File: config.mk
export PLATFORM = sky130hd
export DESIGN_NAME = copier_link_frame_engine_core
export DESIGN_NICKNAME = d
export VERILOG_FILES = /design/src/hw/rtl/clfe_pkg.sv /design/src/hw/rtl/clfe_front.sv /design/src/hw/rtl/clfe_queue.sv /design/src/hw/rtl/clfe_back.sv /design/src/hw/rtl/copier_link_frame_engine_core.sv
export SDC_FILE = /design/constraint.sdc
export NUM_CORES = 1
export LEC_CHECK = 0
export BUFFER_PORTS_ARGS = -buffer_cell sky130_fd_sc_hd__buf_2
export CORE_MARGIN = 5
export CORE_UTILIZATION = 55
export CTS_BUF_LIST = sky130_fd_sc_hd__clkbuf_16
export DETAILED_ROUTE_END_ITERATION = 10
export PLACE_DENSITY = 0.8
export SETUP_SLACK_MARGIN = 0.5
export SYNTH_ARGS = -nofsm -noshare
export SYNTH_HDL_FRONTEND = slang
export SYNTH_SLANG_ARGS = --single-unit
File: constraint.sdc
create_clock -name clock -period 2.7 [get_ports clock]
set_input_delay 0.135 -clock clock [delete_from_list [all_inputs] [get_ports clock]]
set_output_delay 0.135 -clock clock [all_outputs]
set_load 0.1 [all_outputs]
File: src/hw/rtl/clfe_pkg.sv
// Shared types and constants for the copier link frame engine.
// No dependencies; imported by every module of the block.
`default_nettype none
package clfe_pkg;

   localparam logic [7:0] SYNC0    = 8'hD5;
   localparam logic [7:0] SYNC1    = 8'hAA;
   localparam logic [7:0] SYNC2    = 8'h96;
   localparam logic [7:0] CHK_SEED = 8'h81;

   localparam int REQ_DATA_W = 56;
   localparam int RSP_USER_W = 3;

   typedef enum logic [1:0] {
      REQ_START  = 2'd0,
      REQ_DATA   = 2'd1,
      REQ_STATUS = 2'd2,
      REQ_BAD    = 2'd3
   } req_kind_type;

   typedef enum logic [1:0] {
      KIND_TX      = 2'd0,
      KIND_RX      = 2'd1,
      KIND_VERDICT = 2'd2,
      KIND_REJECT  = 2'd3
   } out_kind_type;

   typedef enum logic [1:0] {
      PH_IDLE  = 2'd0,
      PH_WRITE = 2'd1,
      PH_RDATA = 2'd2,
      PH_RCHK  = 2'd3
   } phase_type;

   typedef enum logic [1:0] {
      OP_SINGLE = 2'd0,
      OP_PAIR   = 2'd1,
      OP_HDR    = 2'd2,
      OP_HDR_ZW = 2'd3
   } op_type;

   localparam logic [7:0] CMD_WRITE = 8'd0;
   localparam logic [7:0] CMD_READ  = 8'd1;

   // one queued job for the back end
   typedef struct packed {
      op_type       op;
      out_kind_type kind;
      logic [7:0]   b0;    // single byte, first of a pair, or header code
      logic [7:0]   b1;    // second of a pair, or header checksum
      logic         last;
      logic         bad;
      logic [15:0]  address;
      logic [15:0]  length;
   } job_type;

   localparam int JOB_W = $bits(job_type);

endpackage
`default_nettype wire

File: src/hw/rtl/clfe_front.sv
// Front end: accepts requests, tracks the link phase and checksum, and
// queues one job per request that produces results. Uses clfe_pkg.
`default_nettype none
module clfe_front (
   input  wire                          clock,
   input  wire                          reset,
   input  wire                          req_fire,
   input  wire  [1:0]                   req_kind,
   input  wire  [clfe_pkg::REQ_DATA_W-1:0] req_data,
   output logic                         push,
   output clfe_pkg::job_type            push_job
);
   import clfe_pkg::*;

   phase_type   phase_ff, phase_in;
   logic [15:0] left_ff, left_in;
   logic [7:0]  chk_ff, chk_in;
   logic        high_ff, high_in;
   logic [3:0]  nib_ff, nib_in;

   logic [7:0]  cmd_code, data_byte, status_sample, rx_byte, chk_x;
   logic [15:0] address, length, left_dec;

   assign cmd_code      = req_data[7:0];
   assign address       = req_data[23:8];
   assign length        = req_data[39:24];
   assign data_byte     = req_data[47:40];
   assign status_sample = req_data[55:48];
   assign rx_byte       = {status_sample[6:3], nib_ff};
   assign left_dec      = left_ff - 16'd1;

   always_comb begin
      phase_in = phase_ff;
      left_in  = left_ff;
      chk_in   = chk_ff;
      high_in  = high_ff;
      nib_in   = nib_ff;
      push     = 1'b0;
      chk_x    = chk_ff ^ data_byte;
      push_job = '{op: OP_SINGLE, kind: KIND_REJECT, b0: 8'd0, b1: 8'd0,
                   last: 1'b1, bad: 1'b0, address: address, length: length};
      if (req_fire) begin
         push = 1'b1;
         case (req_kind)
            REQ_START: begin
               if (phase_ff == PH_IDLE) begin
                  push_job.op   = (cmd_code == CMD_WRITE && length == 16'd0) ?
                                  OP_HDR_ZW : OP_HDR;
                  push_job.kind = KIND_TX;
                  push_job.b0   = cmd_code;
                  push_job.b1   = CHK_SEED ^ cmd_code ^ address[7:0] ^ address[15:8]
                                  ^ length[7:0] ^ length[15:8];
                  chk_in  = CHK_SEED;
                  left_in = length;
                  high_in = 1'b0;
                  nib_in  = 4'd0;
                  if (cmd_code == CMD_WRITE)
                     phase_in = (length == 16'd0) ? PH_IDLE : PH_WRITE;
                  else if (cmd_code == CMD_READ)
                     phase_in = (length == 16'd0) ? PH_RCHK : PH_RDATA;
               end
            end
            REQ_DATA: begin
               if (phase_ff == PH_WRITE) begin
                  chk_in        = chk_x;
                  left_in       = left_dec;
                  push_job.kind = KIND_TX;
                  push_job.b0   = data_byte;
                  push_job.b1   = chk_x;
                  push_job.last = 1'b0;
                  if (left_dec == 16'd0) begin
                     push_job.op = OP_PAIR;
                     phase_in    = PH_IDLE;
                  end
               end
            end
            REQ_STATUS: begin
               if (phase_ff == PH_RDATA || phase_ff == PH_RCHK) begin
                  if (!high_ff) begin
                     push    = 1'b0;
                     nib_in  = status_sample[6:3];
                     high_in = 1'b1;
                  end else begin
                     high_in     = 1'b0;
                     push_job.b0 = rx_byte;
                     if (phase_ff == PH_RDATA) begin
                        chk_in        = chk_ff ^ rx_byte;
                        left_in       = left_dec;
                        push_job.kind = KIND_RX;
                        push_job.last = 1'b0;
                        if (left_dec == 16'd0)
                           phase_in = PH_RCHK;
                     end else begin
                        push_job.kind = KIND_VERDICT;
                        push_job.bad  = (rx_byte != chk_ff);
                        phase_in      = PH_IDLE;
                     end
                  end
               end
            end
            default: ;
         endcase
      end
   end

   always_ff @(posedge clock) begin
      if (reset) begin
         phase_ff <= PH_IDLE;
         left_ff  <= 16'd0;
         chk_ff   <= CHK_SEED;
         high_ff  <= 1'b0;
         nib_ff   <= 4'd0;
      end else begin
         phase_ff <= phase_in;
         left_ff  <= left_in;
         chk_ff   <= chk_in;
         high_ff  <= high_in;
         nib_ff   <= nib_in;
      end
   end

endmodule
`default_nettype wire

File: src/hw/rtl/clfe_queue.sv
// Short job queue between the front and back ends.
// Uses clfe_pkg for the job record.
`default_nettype none
module clfe_queue #(
   parameter int DEPTH = 4
) (
   input  wire                clock,
   input  wire                reset,
   input  wire                push,
   input  clfe_pkg::job_type  push_job,
   output logic               full,
   input  wire                pop,
   output logic               head_valid,
   output clfe_pkg::job_type  head_job
);
   import clfe_pkg::*;

   localparam int PTR_W = (DEPTH > 1) ? $clog2(DEPTH) : 1;
   localparam int CNT_W = $clog2(DEPTH + 1);
   localparam logic [PTR_W-1:0] LAST_PTR = PTR_W'(DEPTH - 1);

   job_type           store_ff [DEPTH];
   logic [PTR_W-1:0]  wr_ff, wr_in, rd_ff, rd_in;
   logic [CNT_W-1:0]  cnt_ff, cnt_in;
   logic              do_push, do_pop;

   assign full       = (cnt_ff == CNT_W'(DEPTH));
   assign head_valid = (cnt_ff != '0);
   assign head_job   = store_ff[rd_ff];
   assign do_push    = push && !full;
   assign do_pop     = pop && head_valid;

   always_comb begin
      wr_in  = wr_ff;
      rd_in  = rd_ff;
      cnt_in = cnt_ff;
      if (do_push)
         wr_in = (wr_ff == LAST_PTR) ? '0 : wr_ff + PTR_W'(1);
      if (do_pop)
         rd_in = (rd_ff == LAST_PTR) ? '0 : rd_ff + PTR_W'(1);
      if (do_push && !do_pop)
         cnt_in = cnt_ff + CNT_W'(1);
      else if (!do_push && do_pop)
         cnt_in = cnt_ff - CNT_W'(1);
   end

   always_ff @(posedge clock) begin
      if (do_push)
         store_ff[wr_ff] <= push_job;
   end

   always_ff @(posedge clock) begin
      if (reset) begin
         wr_ff  <= '0;
         rd_ff  <= '0;
         cnt_ff <= '0;
      end else begin
         wr_ff  <= wr_in;
         rd_ff  <= rd_in;
         cnt_ff <= cnt_in;
      end
   end

endmodule
`default_nettype wire

File: src/hw/rtl/clfe_back.sv
// Back end: expands queued jobs into response beats (headers, byte pairs,
// single results) through a registered output stage. Uses clfe_pkg.
`default_nettype none
module clfe_back (
   input  wire                clock,
   input  wire                reset,
   input  wire                head_valid,
   input  clfe_pkg::job_type  head_job,
   output logic               pop,
   output logic               rsp_tvalid,
   input  wire                rsp_tready,
   output logic [7:0]         rsp_tdata,
   output logic               rsp_tlast,
   output logic [clfe_pkg::RSP_USER_W-1:0] rsp_tuser
);
   import clfe_pkg::*;

   logic [3:0]   beat_ff, beat_in;
   logic         valid_ff, valid_in;
   logic [7:0]   byte_ff, byte_in;
   logic         last_ff, last_in;
   logic         bad_ff, bad_in;
   out_kind_type kind_ff, kind_in;
   logic         load, final_beat;

   assign load = head_valid && (!valid_ff || rsp_tready);

   always_comb begin
      kind_in    = head_job.kind;
      bad_in     = head_job.bad;
      byte_in    = head_job.b0;
      last_in    = head_job.last;
      final_beat = 1'b1;
      unique case (head_job.op)
         OP_SINGLE: ;
         OP_PAIR: begin
            final_beat = (beat_ff == 4'd1);
            byte_in    = (beat_ff == 4'd1) ? head_job.b1 : head_job.b0;
            last_in    = (beat_ff == 4'd1);
         end
         OP_HDR, OP_HDR_ZW: begin
            last_in = 1'b0;
            case (beat_ff)
               4'd0:    byte_in = SYNC0;
               4'd1:    byte_in = SYNC1;
               4'd2:    byte_in = SYNC2;
               4'd3:    byte_in = head_job.b0;
               4'd4:    byte_in = head_job.address[7:0];
               4'd5:    byte_in = head_job.address[15:8];
               4'd6:    byte_in = head_job.length[7:0];
               4'd7:    byte_in = head_job.length[15:8];
               4'd8:    byte_in = head_job.b1;
               default: byte_in = CHK_SEED;
            endcase
            if (head_job.op == OP_HDR) begin
               final_beat = (beat_ff == 4'd8);
               last_in    = (beat_ff == 4'd8) && (head_job.b0 > CMD_READ);
            end else begin
               final_beat = (beat_ff == 4'd9);
               last_in    = (beat_ff == 4'd9);
            end
         end
         default: ;
      endcase
      pop      = load && final_beat;
      beat_in  = beat_ff;
      if (load)
         beat_in = final_beat ? 4'd0 : beat_ff + 4'd1;
      valid_in = load ? 1'b1 : (valid_ff && !rsp_tready);
   end

   always_ff @(posedge clock) begin
      if (reset) begin
         valid_ff <= 1'b0;
         beat_ff  <= 4'd0;
      end else begin
         valid_ff <= valid_in;
         beat_ff  <= beat_in;
      end
   end

   always_ff @(posedge clock) begin
      if (load) begin
         byte_ff <= byte_in;
         last_ff <= last_in;
         bad_ff  <= bad_in;
         kind_ff <= kind_in;
      end
   end

   assign rsp_tvalid = valid_ff;
   assign rsp_tdata  = byte_ff;
   assign rsp_tlast  = last_ff;
   assign rsp_tuser  = {bad_ff, kind_ff};

endmodule
`default_nettype wire

File: src/hw/rtl/copier_link_frame_engine_core.sv
// Path: a request's first response beat passes through the queue write, then the output
// register. Throughput: 1 request per cycle;
// a start command takes 9 beats (10 for a zero-length write), the last byte of a write 2.
// Input stalls only while the job queue holds QUEUE_DEPTH jobs.
// Reset: synchronous, active high; phase idle, queue empty, output invalid.
// Top level: front end, job queue and back end; depends on clfe_pkg.
`default_nettype none
module copier_link_frame_engine_core #(
   parameter int QUEUE_DEPTH = 4
) (
   input  wire        clock,
   input  wire        reset,
   input  wire        req_tvalid,
   output logic       req_tready,
   input  wire [clfe_pkg::REQ_DATA_W-1:0] req_tdata, // cmd_code, address, length,
                                                      // data_byte, status_sample
   input  wire [1:0]  req_tuser,                      // req_type
   output logic       rsp_tvalid,
   input  wire        rsp_tready,
   output logic [7:0] rsp_tdata,                      // out_byte
   output logic       rsp_tlast,                      // last
   output logic [clfe_pkg::RSP_USER_W-1:0] rsp_tuser  // out_kind, checksum_bad
);
   import clfe_pkg::*;

   logic    push, full, pop, head_valid, req_fire;
   job_type push_job, head_job;

   assign req_tready = !full;
   assign req_fire   = req_tvalid && req_tready;

   clfe_front u_front (
      .clock    (clock),
      .reset    (reset),
      .req_fire (req_fire),
      .req_kind (req_tuser),
      .req_data (req_tdata),
      .push     (push),
      .push_job (push_job)
   );

   clfe_queue #(.DEPTH(QUEUE_DEPTH)) u_queue (
      .clock      (clock),
      .reset      (reset),
      .push       (push),
      .push_job   (push_job),
      .full       (full),
      .pop        (pop),
      .head_valid (head_valid),
      .head_job   (head_job)
   );

   clfe_back u_back (
      .clock      (clock),
      .reset      (reset),
      .head_valid (head_valid),
      .head_job   (head_job),
      .pop        (pop),
      .rsp_tvalid (rsp_tvalid),
      .rsp_tready (rsp_tready),
      .rsp_tdata  (rsp_tdata),
      .rsp_tlast  (rsp_tlast),
      .rsp_tuser  (rsp_tuser)
   );

endmodule
`default_nettype wire

Word level (Yosys, flattened, before mapping)
Memory sizes are Yosys's and may differ from the RTL's. A register that Yosys moved wholly into a read port is not among the register bits.
Index checks and enable logic that the tools add are counted.
{"block": "word_totals", "regBits": 55, "mem_bits_rw": 216, "memories": 1, "output_inout_bits": 14, "wordCells": 162, "input_bits": 62}
{"block": "classes", "mux": 70, "order_cmp": 1, "n_bitwise": 7, "n_addsub": 6, "n_reduce_logical": 32, "eq_ne": 31}
{"memory": "u_queue.store_ff", "words": 4, "word_bits": 54, "read_ports": 1, "rd_clocked_by_memory_dff": 1, "wr": 1, "line_no": "clfe_queue.sv:22", "rtl": "job_type store_ff [DEPTH];"}
{"operator": "16-bit 2-to-1 mux", "count": 5}
{"operator": "8-bit one-hot mux with 9 select lines", "count": 1}
{"operator": "8-bit 2-to-1 mux", "count": 6}
{"operator": "16-bit one-hot mux with 3 select lines", "count": 1}
{"operator": "8-bit XOR", "count": 6}
{"operator": "16-bit zero test", "count": 2}
{"operator": "2-bit 2-to-1 mux", "count": 16}
{"operator": "8-bit one-hot mux with 2 select lines", "count": 2}
{"operator": "10-bit one-hot mux with 3 select lines", "count": 1}
{"operator": "8-bit one-hot mux with 3 select lines", "count": 1}
{"operator": "22-bit 2-to-1 mux", "count": 1}
{"operator": "21-bit 2-to-1 mux", "count": 1}
{"operator": "10-bit 2-to-1 mux", "count": 2}
{"operator": "20-bit 2-to-1 mux", "count": 1}
{"operator": "1-bit 2-to-1 mux", "count": 19}
{"operator": "4-bit by 3-bit equality test with 1-bit output (second input constant)", "count": 4}
{"operator": "4-bit 2-to-1 mux", "count": 4}
{"operator": "16-bit by 1-bit subtractor with 16-bit output (second input constant)", "count": 1}
{"operator": "2-bit equality test (second input constant)", "count": 7}
{"operator": "2-bit by 1-bit inequality test with 1-bit output (second input constant)", "count": 6}
{"operator": "1-bit logical AND", "count": 10}
{"operator": "9-bit AND reduction", "count": 1}
{"operator": "4-bit by 2-bit equality test with 1-bit output (second input constant)", "count": 2}
{"operator": "4-bit equality test (second input constant)", "count": 2}
{"operator": "other kinds (30)", "count": 45}

Logic depth before layout (Yosys ltp)
Gate-level depths: netlist of run 1.
{"block": "depth", "ltp_word": 10, "ltp_mapped": 13}

By module
From an unflattened synthesis of run 1, not the netlist that was laid out.
{"block": "unflattened", "hier_cells": 919, "area_unflattened_um2": 12986.2}
{"module": "clfe_queue", "area_each_um2": 8299.2, "cells_each": 332, "instances": 1, "seq_area_each_um2": 6666.4}
{"module": "clfe_front", "area_each_um2": 3280.6, "cells_each": 437, "instances": 1, "seq_area_each_um2": 620.6}
{"module": "clfe_back", "area_each_um2": 1396.3, "cells_each": 148, "instances": 1, "seq_area_each_um2": 460.4}
{"module": "copier_link_frame_engine_core", "area_each_um2": 10.0, "cells_each": 2, "instances": 1, "seq_area_each_um2": 0.0}

Worst setup path before layout of run 1
Ideal clock, no wire load.
{"block": "synth_path", "kind": "register to register", "startpoint": "register u_queue.cnt_ff[0]", "endpoint": "memory u_queue.store_ff[1][0] (netlist name) (enable)", "arrival_time_ns": 3.147, "setup_slack_ns": -0.864, "setup_ns": 0.417, "stages_incl_launch_ff": 7, "cell_sequence": "dfxtp_1 -> or3b_1 -> and2_1 -> buf_4 -> o21a_1 -> clkbuf_1 -> and2_1"}
{"block": "synth_via", "elab_chain_len": 7}
{"item": "from (decl)", "line_no": "clfe_queue.sv:24", "rtl": "logic [CNT_W-1:0] cnt_ff, cnt_in;"}
{"item": "from (signal assigned)", "line_no": "clfe_queue.sv:60", "rtl": "cnt_ff <= cnt_in;"}
{"item": "3-bit equality test *", "line_no": "clfe_queue.sv:27", "rtl": "assign full = (cnt_ff == CNT_W'(DEPTH));"}
{"item": "1-bit zero test *", "line_no": "copier_link_frame_engine_core.sv:29", "rtl": "assign req_tready = !full;"}
{"item": "net req_tready", "line_no": "copier_link_frame_engine_core.sv:14", "rtl": "output logic req_tready,"}
{"item": "1-bit logical AND", "line_no": "copier_link_frame_engine_core.sv:30", "rtl": "assign req_fire = req_tvalid && req_tready;"}
{"item": "1-bit 2-to-1 mux", "line_no": "clfe_front.sv:42", "rtl": "if (req_fire) begin"}
{"item": "1-bit logical AND *", "line_no": "clfe_queue.sv:30", "rtl": "assign do_push = push && !full;"}
{"item": "net u_queue.do_push", "line_no": "clfe_queue.sv:25", "rtl": "logic do_push, do_pop;"}
{"item": "1-bit 2-to-1 mux *", "line_no": "clfe_queue.sv:48", "rtl": "if (do_push)"}
{"item": "1-bit 2-to-1 mux (implied by the code) *", "line_no": "clfe_queue.sv:49", "rtl": "store_ff[wr_ff] <= push_job;"}
{"item": "to (decl)", "line_no": "clfe_queue.sv:22"}
The timed path passes the listed nets; every way through them passes the cells marked *.

==> out/summary.txt, run 1 <==
CTS tree: done
Skew-Pair Late Insertion Delay: 0.55 ns
Kind of critical path: flop to flop
Final #Nets: 1100
Synth cell types: 74
Clock power frac: 27.3%
Pin count of the biggest net entering global routing: 49
Synth Area in Compound Gates: 9.76%
Arr. time, crit path: 2.99 ns
Yosys Warn Count: 0
Sequential fraction of the synthesis area: 62.6%
Die ar.: 0.0256 mm2
Initial antenna violation count: 0
Fillers: 1376
Lkg Pwr: 0.00528 uW
Worst rel slew slack: 48.8%
Cell Chain, Critical Path: mux4_2 -> nand3_2 -> nand3_2 -> o211ai_4 -> ha_4 -> inv_2 -> fa_2 -> xor2_1 -> or3_1 -> a21oi_1
Hold endpoint: u_front.chk_ff[1]
H-tree level count: 1
Global Route Usage Sum: 24.4%
Most frequent cells in the layout: 228 x edfxtp_1, 71 x buf_2, 67 x nor2_1
Multi-input logic area: 0.00450 mm2
Post-place setup slack: 0.160 ns
Ranking of synthesized cells by area: edfxtp_1 55%, mux4_2 9.3%, dfxtp_1 7.3%
Worst Clk Skew: 0.00988 ns
Comb pwr share: 35.9%
CP dominant cell by count: nand3_2
Highest-delay cell along the critical path: mux4_2
Internal: 9710 uW
Ys flop type: edfxtp_1
Simple-Gate Fraction of Synth Area: 8.51%
Rows: 54
Number of I/O pins: 76
FMAX: 0.398 GHz
Clk sinks: 273
Final Power: 14800 uW
Clock buffer count from CTS: 28
Reg2reg setup slack: 0.19 ns
Post-synthesis xor/xnor area fraction: 4.03%
Post-Synth Adder-Cell Area: 1.88%
Tmin final: 2.51 ns
Sw Share: 34.2%
Yosys top cell area share: 55.3%
Via Count: 8539
Post-synth EDFFs: 228
Wire per inst: 25.0 um
Register bit count reported by yosys: 273
Worst slew pin tran: 0.762 ns
Peak VDD IR: 0.741 mV
Largest fanout on the critical path: 3
Final worst-path cycle share: 93.1%
Sw Pwr: 5050 uW
Reg-to-reg critical path endpoint: u_queue.cnt_ff[2]
Worst setup SP type: flop
Final TNS setup: 0 ns
Hold path depth: 4
First-pass iteration count of the detailed router: 7
DR vias/cell: 6.46
Area grow syn2layout: 22.9%
Busiest layer in global routing: met2
Core Box Area: 0.0220 mm2
Mux contribution to synthesized area: 10.6%
Met2 Use GR: 39.1%
Worst Hold Class: input port to flop
Grt ovf: 0
HPWL after detailed placement: 20.1 mm
Flop pwr share: 36.8%
Vias in the first global route: 8279
Drt first-iter violations: 987
Largest family of logic cells by synthesized area: multiplexers
Min-delay src: req_tdata[41]
Commonest non-fill, non-tap cell in the layout: edfxtp_1
Die X: 160 um
Number of remaining DRC errors: 0
Initial Util: 56.3%
# diodes: 0
Mapped Area: 0.0124 mm2
Synth area leader: edfxtp_1
Root buffer cell: clkbuf_16
Status: completed
Slew Limit Fails: 0
Met1 usage: 33.9%
Total Wirelength: 33.1 mm
Worst setup margin: 0.185 ns
Syn nets: 933
Post-synthesis cell count: 853
Share of cells above drive strength 1: 29.7%
RSZ-0062 raised after global routing: yes
Post-synth ARST share: 0%
Critical path capture point type: flop
Clock tree buffer depth: 3
Clk slew on worst S/H paths: 0.07 ns
Register area: 0.00776 mm2
PwrDens: 971 mW/mm2
Req. time, crit path: 3.18 ns
Final Setup Violations: 0
Number of port buffers: 71
Syn avg cell area: 14.5 um2
Chip Height: 160 um
CP max stage delay: 0.54 ns
Post-route ant nets: 0
Grt met3 use: 5.54%
Hold Vio Cnt, Final: 0
RD Place Congestion: 0.907
Reg2Reg Depth: 10
Max_cap viols: 0
First-pass GRT wire length: 48.8 mm
## power by group through the flow
| stage | Clock, uW | Combinational [uW] | Sequential [uW] |
|---|---|---|---|
| 2_1_floorplan | 0 | 2580 | 6100 |
| 5_1_grt | 4260 | 5580 | 5470 |
| 4_1_cts | 4040 | 4530 | 5410 |
| 3_3_place_gp | 0 | 4210 | 5470 |
| 6_report | 4040 | 5300 | 5430 |
| 3_5_place_dp | 0 | 4280 | 5500 |
## synth_stat cells, types with 7 or more instances
library cell,count
edfxtp_1,228
nor2_1,68
mux4_2,51
dfxtp_1,45
nand2_1,44
a21oi_1,36
xnor2_1,33
a22oi_1,27
clkbuf_1,24
xor2_1,24
inv_1,20
o21ai_0,19
ha_1,17
mux2i_1,13
nand3_1,13
nor3_1,12
nor4_1,11
a222oi_1,9
and2_1,9
o22ai_1,9
buf_2,8
nand4_1,8
a211oi_1,7
a221o_1,7
o221ai_1,7
## registers in the layout, indices dropped and copies added (netlist names), named ones only
register / flops
u_queue.store_ff: 216
u_front.left_ff: 16
u_back.rsp_tdata: 8
u_front.chk_ff: 8
u_back.beat_ff: 4
u_front.nib_ff: 4
u_queue.cnt_ff: 3
u_back.kind_ff: 2
u_front.phase_ff: 2
u_queue.rd_ff: 2
u_queue.wr_ff: 2
u_back.bad_ff: 1
u_back.rsp_tlast: 1
u_back.rsp_tvalid: 1
u_front.high_ff: 1
## cell families after synthesis
| logic type | after synthesis |
|---|---|
| buffers and inverters | 66 |
| multiplexers | 67 |
| flip-flops | 273 |
| adder cells (fa/ha/maj) | 18 |
| AO/OA/AOI/OAI | 167 |
| XOR/XNOR | 57 |
| AND/OR/NAND/NOR | 205 |
## worst max path at each step
stage,endpoint,slack [ns],cells after the start
floorplan,u_queue.store_ff[0][0],0.24,6
global placement,u_queue.cnt_ff[2],0.20,10
detailed placement,u_queue.cnt_ff[2],0.16,10
CTS,u_queue.cnt_ff[2],0.21,10
global route,u_queue.cnt_ff[2],0.11,10
finish,u_queue.cnt_ff[2],0.19,10
## worst max-delay path: cells and delay by family, from the launching register on
family	cells	cell delay, ns
compound gates	2	0.29
fa+ha+maj	2	0.53
flops	1	0.37
buf+inv	1	0.04
mux	1	0.54
xor+xnor	1	0.15
simple gates	3	0.53
## repair_timing
| action | 4_1_cts | 5_1_grt |
|---|---|---|
| cloned | 1 | 4 |
| setup buffers | 8 | 24 |
| endpoints found under the setup margin | 110 | 119 |
| endpoints found under the hold margin | 137 | 0 |
| pin swaps | 5 | 13 |
| hold buffers | 38 | 0 |
| resized for setup | 12 | 50 |
## area by class of cell
cell class              count  area share [%]
clock buffers              29            4.77
clock inverters            23            1.57
inverters                  21           0.568
multi-input cells         514            29.6
flip-flops and latches    273            51.0
well taps                 280            2.30
repair buffers            182            10.2
## per-layer routing
layer	share of wire (%)	vias up
met3	11	84
met2	48	558
li1	-	3699
met1	38	4198
met5	0	-
met4	3.2	0
## metrics by stage
stage | utilization (%) | std cells | cell area [um2] | hold WS [ns]
final | 69.3 | 1322 | 15200 | 0.0486
after global routing | 69.3 | 1322 | 15200 | 0.0525
after CTS | 67.0 | 1294 | 14700 | 0.0274
after detailed placement | 60.3 | 1195 | 13200 | 0.380
after global placement | 60.3 | 1195 | 13200 | 0.376
after floorplan | - | 853 | 12400 | 0.234
Power figures use the tool's default switching activity.
==> inputs of run 2 (changes only) <==
- SYNTH_HIERARCHICAL: not set -> 1
==> run 2 against run 1 <==
Against the previous run: non-clock buffer count up 33; synthesized cell count grew 7.7%; critical path type unchanged; fmax decreased by 6.9%; largest power group unchanged; the run now ends with setup timing left; area after synthesis grew 5.0%; critical path depth is 1 higher.
==> out/summary.txt, run 2 <==
Post-synthesis cell count: 919 (was 853)
HPWL after detailed placement: 19.9 mm (was 20.1 mm)
Initial antenna violation count: 0 (unchanged)
Number of remaining DRC errors: 0 (unchanged)
Post-route ant nets: 0 (unchanged)
CTS tree: done (unchanged)
Worst Hold Slack: 0.0351 ns (was 0.0486 ns)
Placed cell areas: 0.0137 mm2 (was 0.0132 mm2)
Number of I/O pins: 76 (unchanged)
Reg2Reg Depth: 11 (was 10)
Skew-Pair Late Insertion Delay: 0.55 ns (about the same)
Clk sinks: 273 (unchanged)
Hold endpoint: u_front/chk_ff[3] (was u_front.chk_ff[1])
Most common cell in the synthesized netlist: edfxtp_1 (unchanged)
Chip Height: 164 um (was 160 um)
First-pass GRT wire length: 50.2 mm (was 48.8 mm)
Ys flop type: edfxtp_1 (unchanged)
Reg2reg setup slack: -0.001 ns (was 0.19 ns)
Clk slew on worst S/H paths: 0.06 ns (was 0.07 ns)
Number of port buffers: 71 (unchanged)
Syn avg cell area: 14.1 um2 (was 14.5 um2)
Hold path depth: 4 (unchanged)
First-pass iteration count of the detailed router: 7 (unchanged)
Grt ovf: 0 (unchanged)
Most frequent cells in the layout: 228 x edfxtp_1, 75 x buf_4, 71 x buf_2 (was 228 x edfxtp_1, 71 x buf_2, 67 x nor2_1)
Sw Share: 33.7% (was 34.2%)
Busiest layer in global routing: met2 (unchanged)
Final Power: 14600 uW (was 14800 uW)
Clock power frac: 26.5% (was 27.3%)
Worst slew pin tran: 0.697 ns (was 0.762 ns)
Comb pwr share: 35.5% (was 35.9%)
Grt met3 use: 4.72% (was 5.54%)
Largest fanout on the critical path: 3 (unchanged)
Top flop regs: u_queue/store_ff (216), u_front/left_ff (16) (was u_queue.store_ff (216), u_front.left_ff (16))
RD Place Congestion: 0.880 (was 0.907)
Peak VDD IR: 0.624 mV (was 0.741 mV)
Worst rel slew slack: 53.5% (was 48.8%)
Initial Util: 55.7% (was 56.3%)
Vias in the first global route: 8720 (was 8279)
Status: finished with violations (was completed)
Max reg flops: 216 (unchanged)
Pin count of the biggest net entering global routing: 55 (was 49)
Area grow syn2layout: 22.8% (was 22.9%)
Final worst-path cycle share: 100% (was 93.1%)
Kind of critical path: flop to flop (unchanged)
Finished Cell Area: 0.0159 mm2 (was 0.0152 mm2)
Sequential fraction of the synthesis area: 59.7% (was 62.6%)
Total Wirelength: 33.0 mm (was 33.1 mm)
Register bit count reported by yosys: 273 (unchanged)
Post-synth ARST share: 0% (unchanged)
Sw Pwr: 4900 uW (was 5050 uW)
Post-synth EDFFs: 228 (unchanged)
Lkg Pwr: 0.00547 uW (was 0.00528 uW)
Worst Clk Skew: 0.0158 ns (was 0.00988 ns)
Reg with most FFs: u_queue/store_ff (was u_queue.store_ff)
Commonest non-fill, non-tap cell in the layout: edfxtp_1 (unchanged)
Slew Limit Fails: 0 (unchanged)
H-tree level count: 1 (unchanged)
Final Setup Violations: 1 (was 0)
Critical path capture point type: flop (unchanged)
Failing checks: setup timing
Clock buffer count from CTS: 28 (unchanged)
Root buffer cell: clkbuf_16 (unchanged)
Global Route Usage Sum: 24.4% (about the same)
Yosys Warn Count: 6 (was 0)
Rows: 56 (was 54)
Drt first-iter violations: 985 (was 987)
Flop pwr share: 37.9% (was 36.8%)
Synth area leader: edfxtp_1 (unchanged)
Ranking of synthesized cells by area: edfxtp_1 53%, mux4_2 9.4%, dfxtp_1 6.9% (was edfxtp_1 55%, mux4_2 9.3%, dfxtp_1 7.3%)
Worst setup SP type: flop (unchanged)
Clock tree buffer depth: 3 (unchanged)
Met1 usage: 34.3% (was 33.9%)
Wire per inst: 23.4 um (was 25.0 um)
Yosys top cell area share: 52.7% (was 55.3%)
Arr. time, crit path: 3.17 ns (was 2.99 ns)
Hold Vio Cnt, Final: 0 (unchanged)
RSZ-0062 raised after global routing: yes (unchanged)
DR vias/cell: 6.29 (was 6.46)
Most frequent cells after synthesis: 228 x edfxtp_1, 59 x nand2_1, 54 x mux4_2 (was 228 x edfxtp_1, 68 x nor2_1, 51 x mux4_2)
Tmin final: 2.70 ns (was 2.51 ns)
Core Box Area: 0.0233 mm2 (was 0.0220 mm2)
Reg-to-reg critical path endpoint: u_queue/cnt_ff[2] (was u_queue.cnt_ff[2])
Internal: 9650 uW (was 9710 uW)
Die ar.: 0.0268 mm2 (was 0.0256 mm2)
Syn nets: 999 (was 933)
Mapped Area: 0.0130 mm2 (was 0.0124 mm2)
Final #Nets: 1153 (was 1100)
Req. time, crit path: 3.17 ns (was 3.18 ns)
Worst Hold Class: input port to flop (unchanged)
Worst setup margin: -0.00143 ns (was 0.185 ns)
Post-place setup slack: -0.0380 ns (was 0.160 ns)
Via Count: 8895 (was 8539)
# diodes: 0 (unchanged)
PwrDens: 913 mW/mm2 (was 971 mW/mm2)
FMAX: 0.370 GHz (was 0.398 GHz)
Final TNS setup: -0.00143 ns (was 0 ns)
Min-delay src: req_tdata[43] (was req_tdata[41])
Met2 Use GR: 38.8% (was 39.1%)
Max_cap viols: 0 (unchanged)
Die X: 164 um (was 160 um)
Synth cell types: 84 (was 74)
Share of cells above drive strength 1: 33.1% (was 29.7%)
==> run 2: cell count changes in the layout (fill, tap and decap cells not counted), sizes merged, moves of 5 or more <==
cell | previous run | this run
a21oi | 37 | 47
a222oi | 9 | 1
a211oi | 7 | 14
nor2 | 68 | 38
nand2 | 44 | 59
a311oi | 0 | 5
a22oi | 27 | 32
buf | 141 | 176
and3 | 3 | 8
clkinv | 9 | 14
and2 | 9 | 1
==> run 2: power by group through the flow <==
stage | registers, uW | logic (uW) | clock network (uW)
2_1_floorplan | 6190 | 2540 | 0
3_3_place_gp | 5550 | 4150 | 0
3_5_place_dp | 5580 | 4230 | 0
4_1_cts | 5510 | 4790 | 3890
5_1_grt | 5560 | 5460 | 4100
6_report | 5520 | 5170 | 3860
==> run 2: worst max-delay path by stage <==
| stage | from | endpoint | slack, ns |
|---|---|---|---|
| 6_report | flop | u_queue/cnt_ff[2] | -0.001 |
| 3_5_place_dp | flop | u_queue/cnt_ff[2] | -0.04 |
| 4_1_cts | flop | u_queue/cnt_ff[2] | 0.03 |
| 3_3_place_gp | flop | u_queue/cnt_ff[2] | 0.02 |
| 2_1_floorplan | flop | u_queue/cnt_ff[2] | -0.22 |
| 5_1_grt | flop | u_queue/cnt_ff[2] | -0.08 |
==> run 2: cell type report <==
class / instances / area (um2)
flip-flops and latches: 273 / 7770
repair buffers: 215 / 1840
clock inverters: 23 / 201
well taps: 319 / 399
inverters: 23 / 110
fillers: 1512 / 7390
clock buffers: 29 / 726
multi-input cells: 532 / 4910
==> run 2: logic make-up after synthesis <==
group	synth area share, %
buffers and inverters	5.23
adder cells (fa/ha/maj)	1.79
multiplexers	10.6
XOR/XNOR	3.78
flip-flops	59.7
AO/OA/AOI/OAI	11.1
AND/OR/NAND/NOR	7.85
==> run 2: metal layers <==
| metal | vias up | part of all wire (%) | wire (um) |
|---|---|---|---|
| li1 | 3882 | - | - |
| met1 | 4403 | 40 | 13200 |
| met2 | 542 | 47 | 15700 |
| met3 | 68 | 9.6 | 3170 |
| met4 | 0 | 2.9 | 949 |
| met5 | - | 0 | 0 |
==> run 2: critical path, cell delays in order, from the launching register on <==
cell	delay, ns
dfxtp_4	0.37
mux4_2	0.51
nand2b_4	0.15
a21o_1	0.16
and4_4	0.19
o31ai_4	0.07
ha_4	0.18
inv_2	0.04
fa_2	0.34
xor2_1	0.16
or3_1	0.33
a21oi_2	0.13
==> run 2: repair_timing <==
action / 4_1_cts / 5_1_grt
buffers inserted: 27 / 27
cloned: 1 / 2
pin swaps: 24 / 19
hold buffers: 37 / 0
endpoints found under the setup margin: 21 / 65
gates resized for setup: 56 / 30
endpoints found under the hold margin: 136 / 0
==> run 2: through the flow <==
step | cells | util [%]
floorplan | 919 | -
global placement | 1268 | 58.7
detailed placement | 1268 | 58.7
CTS | 1385 | 66.6
global route | 1414 | 68.3
finish | 1414 | 68.3
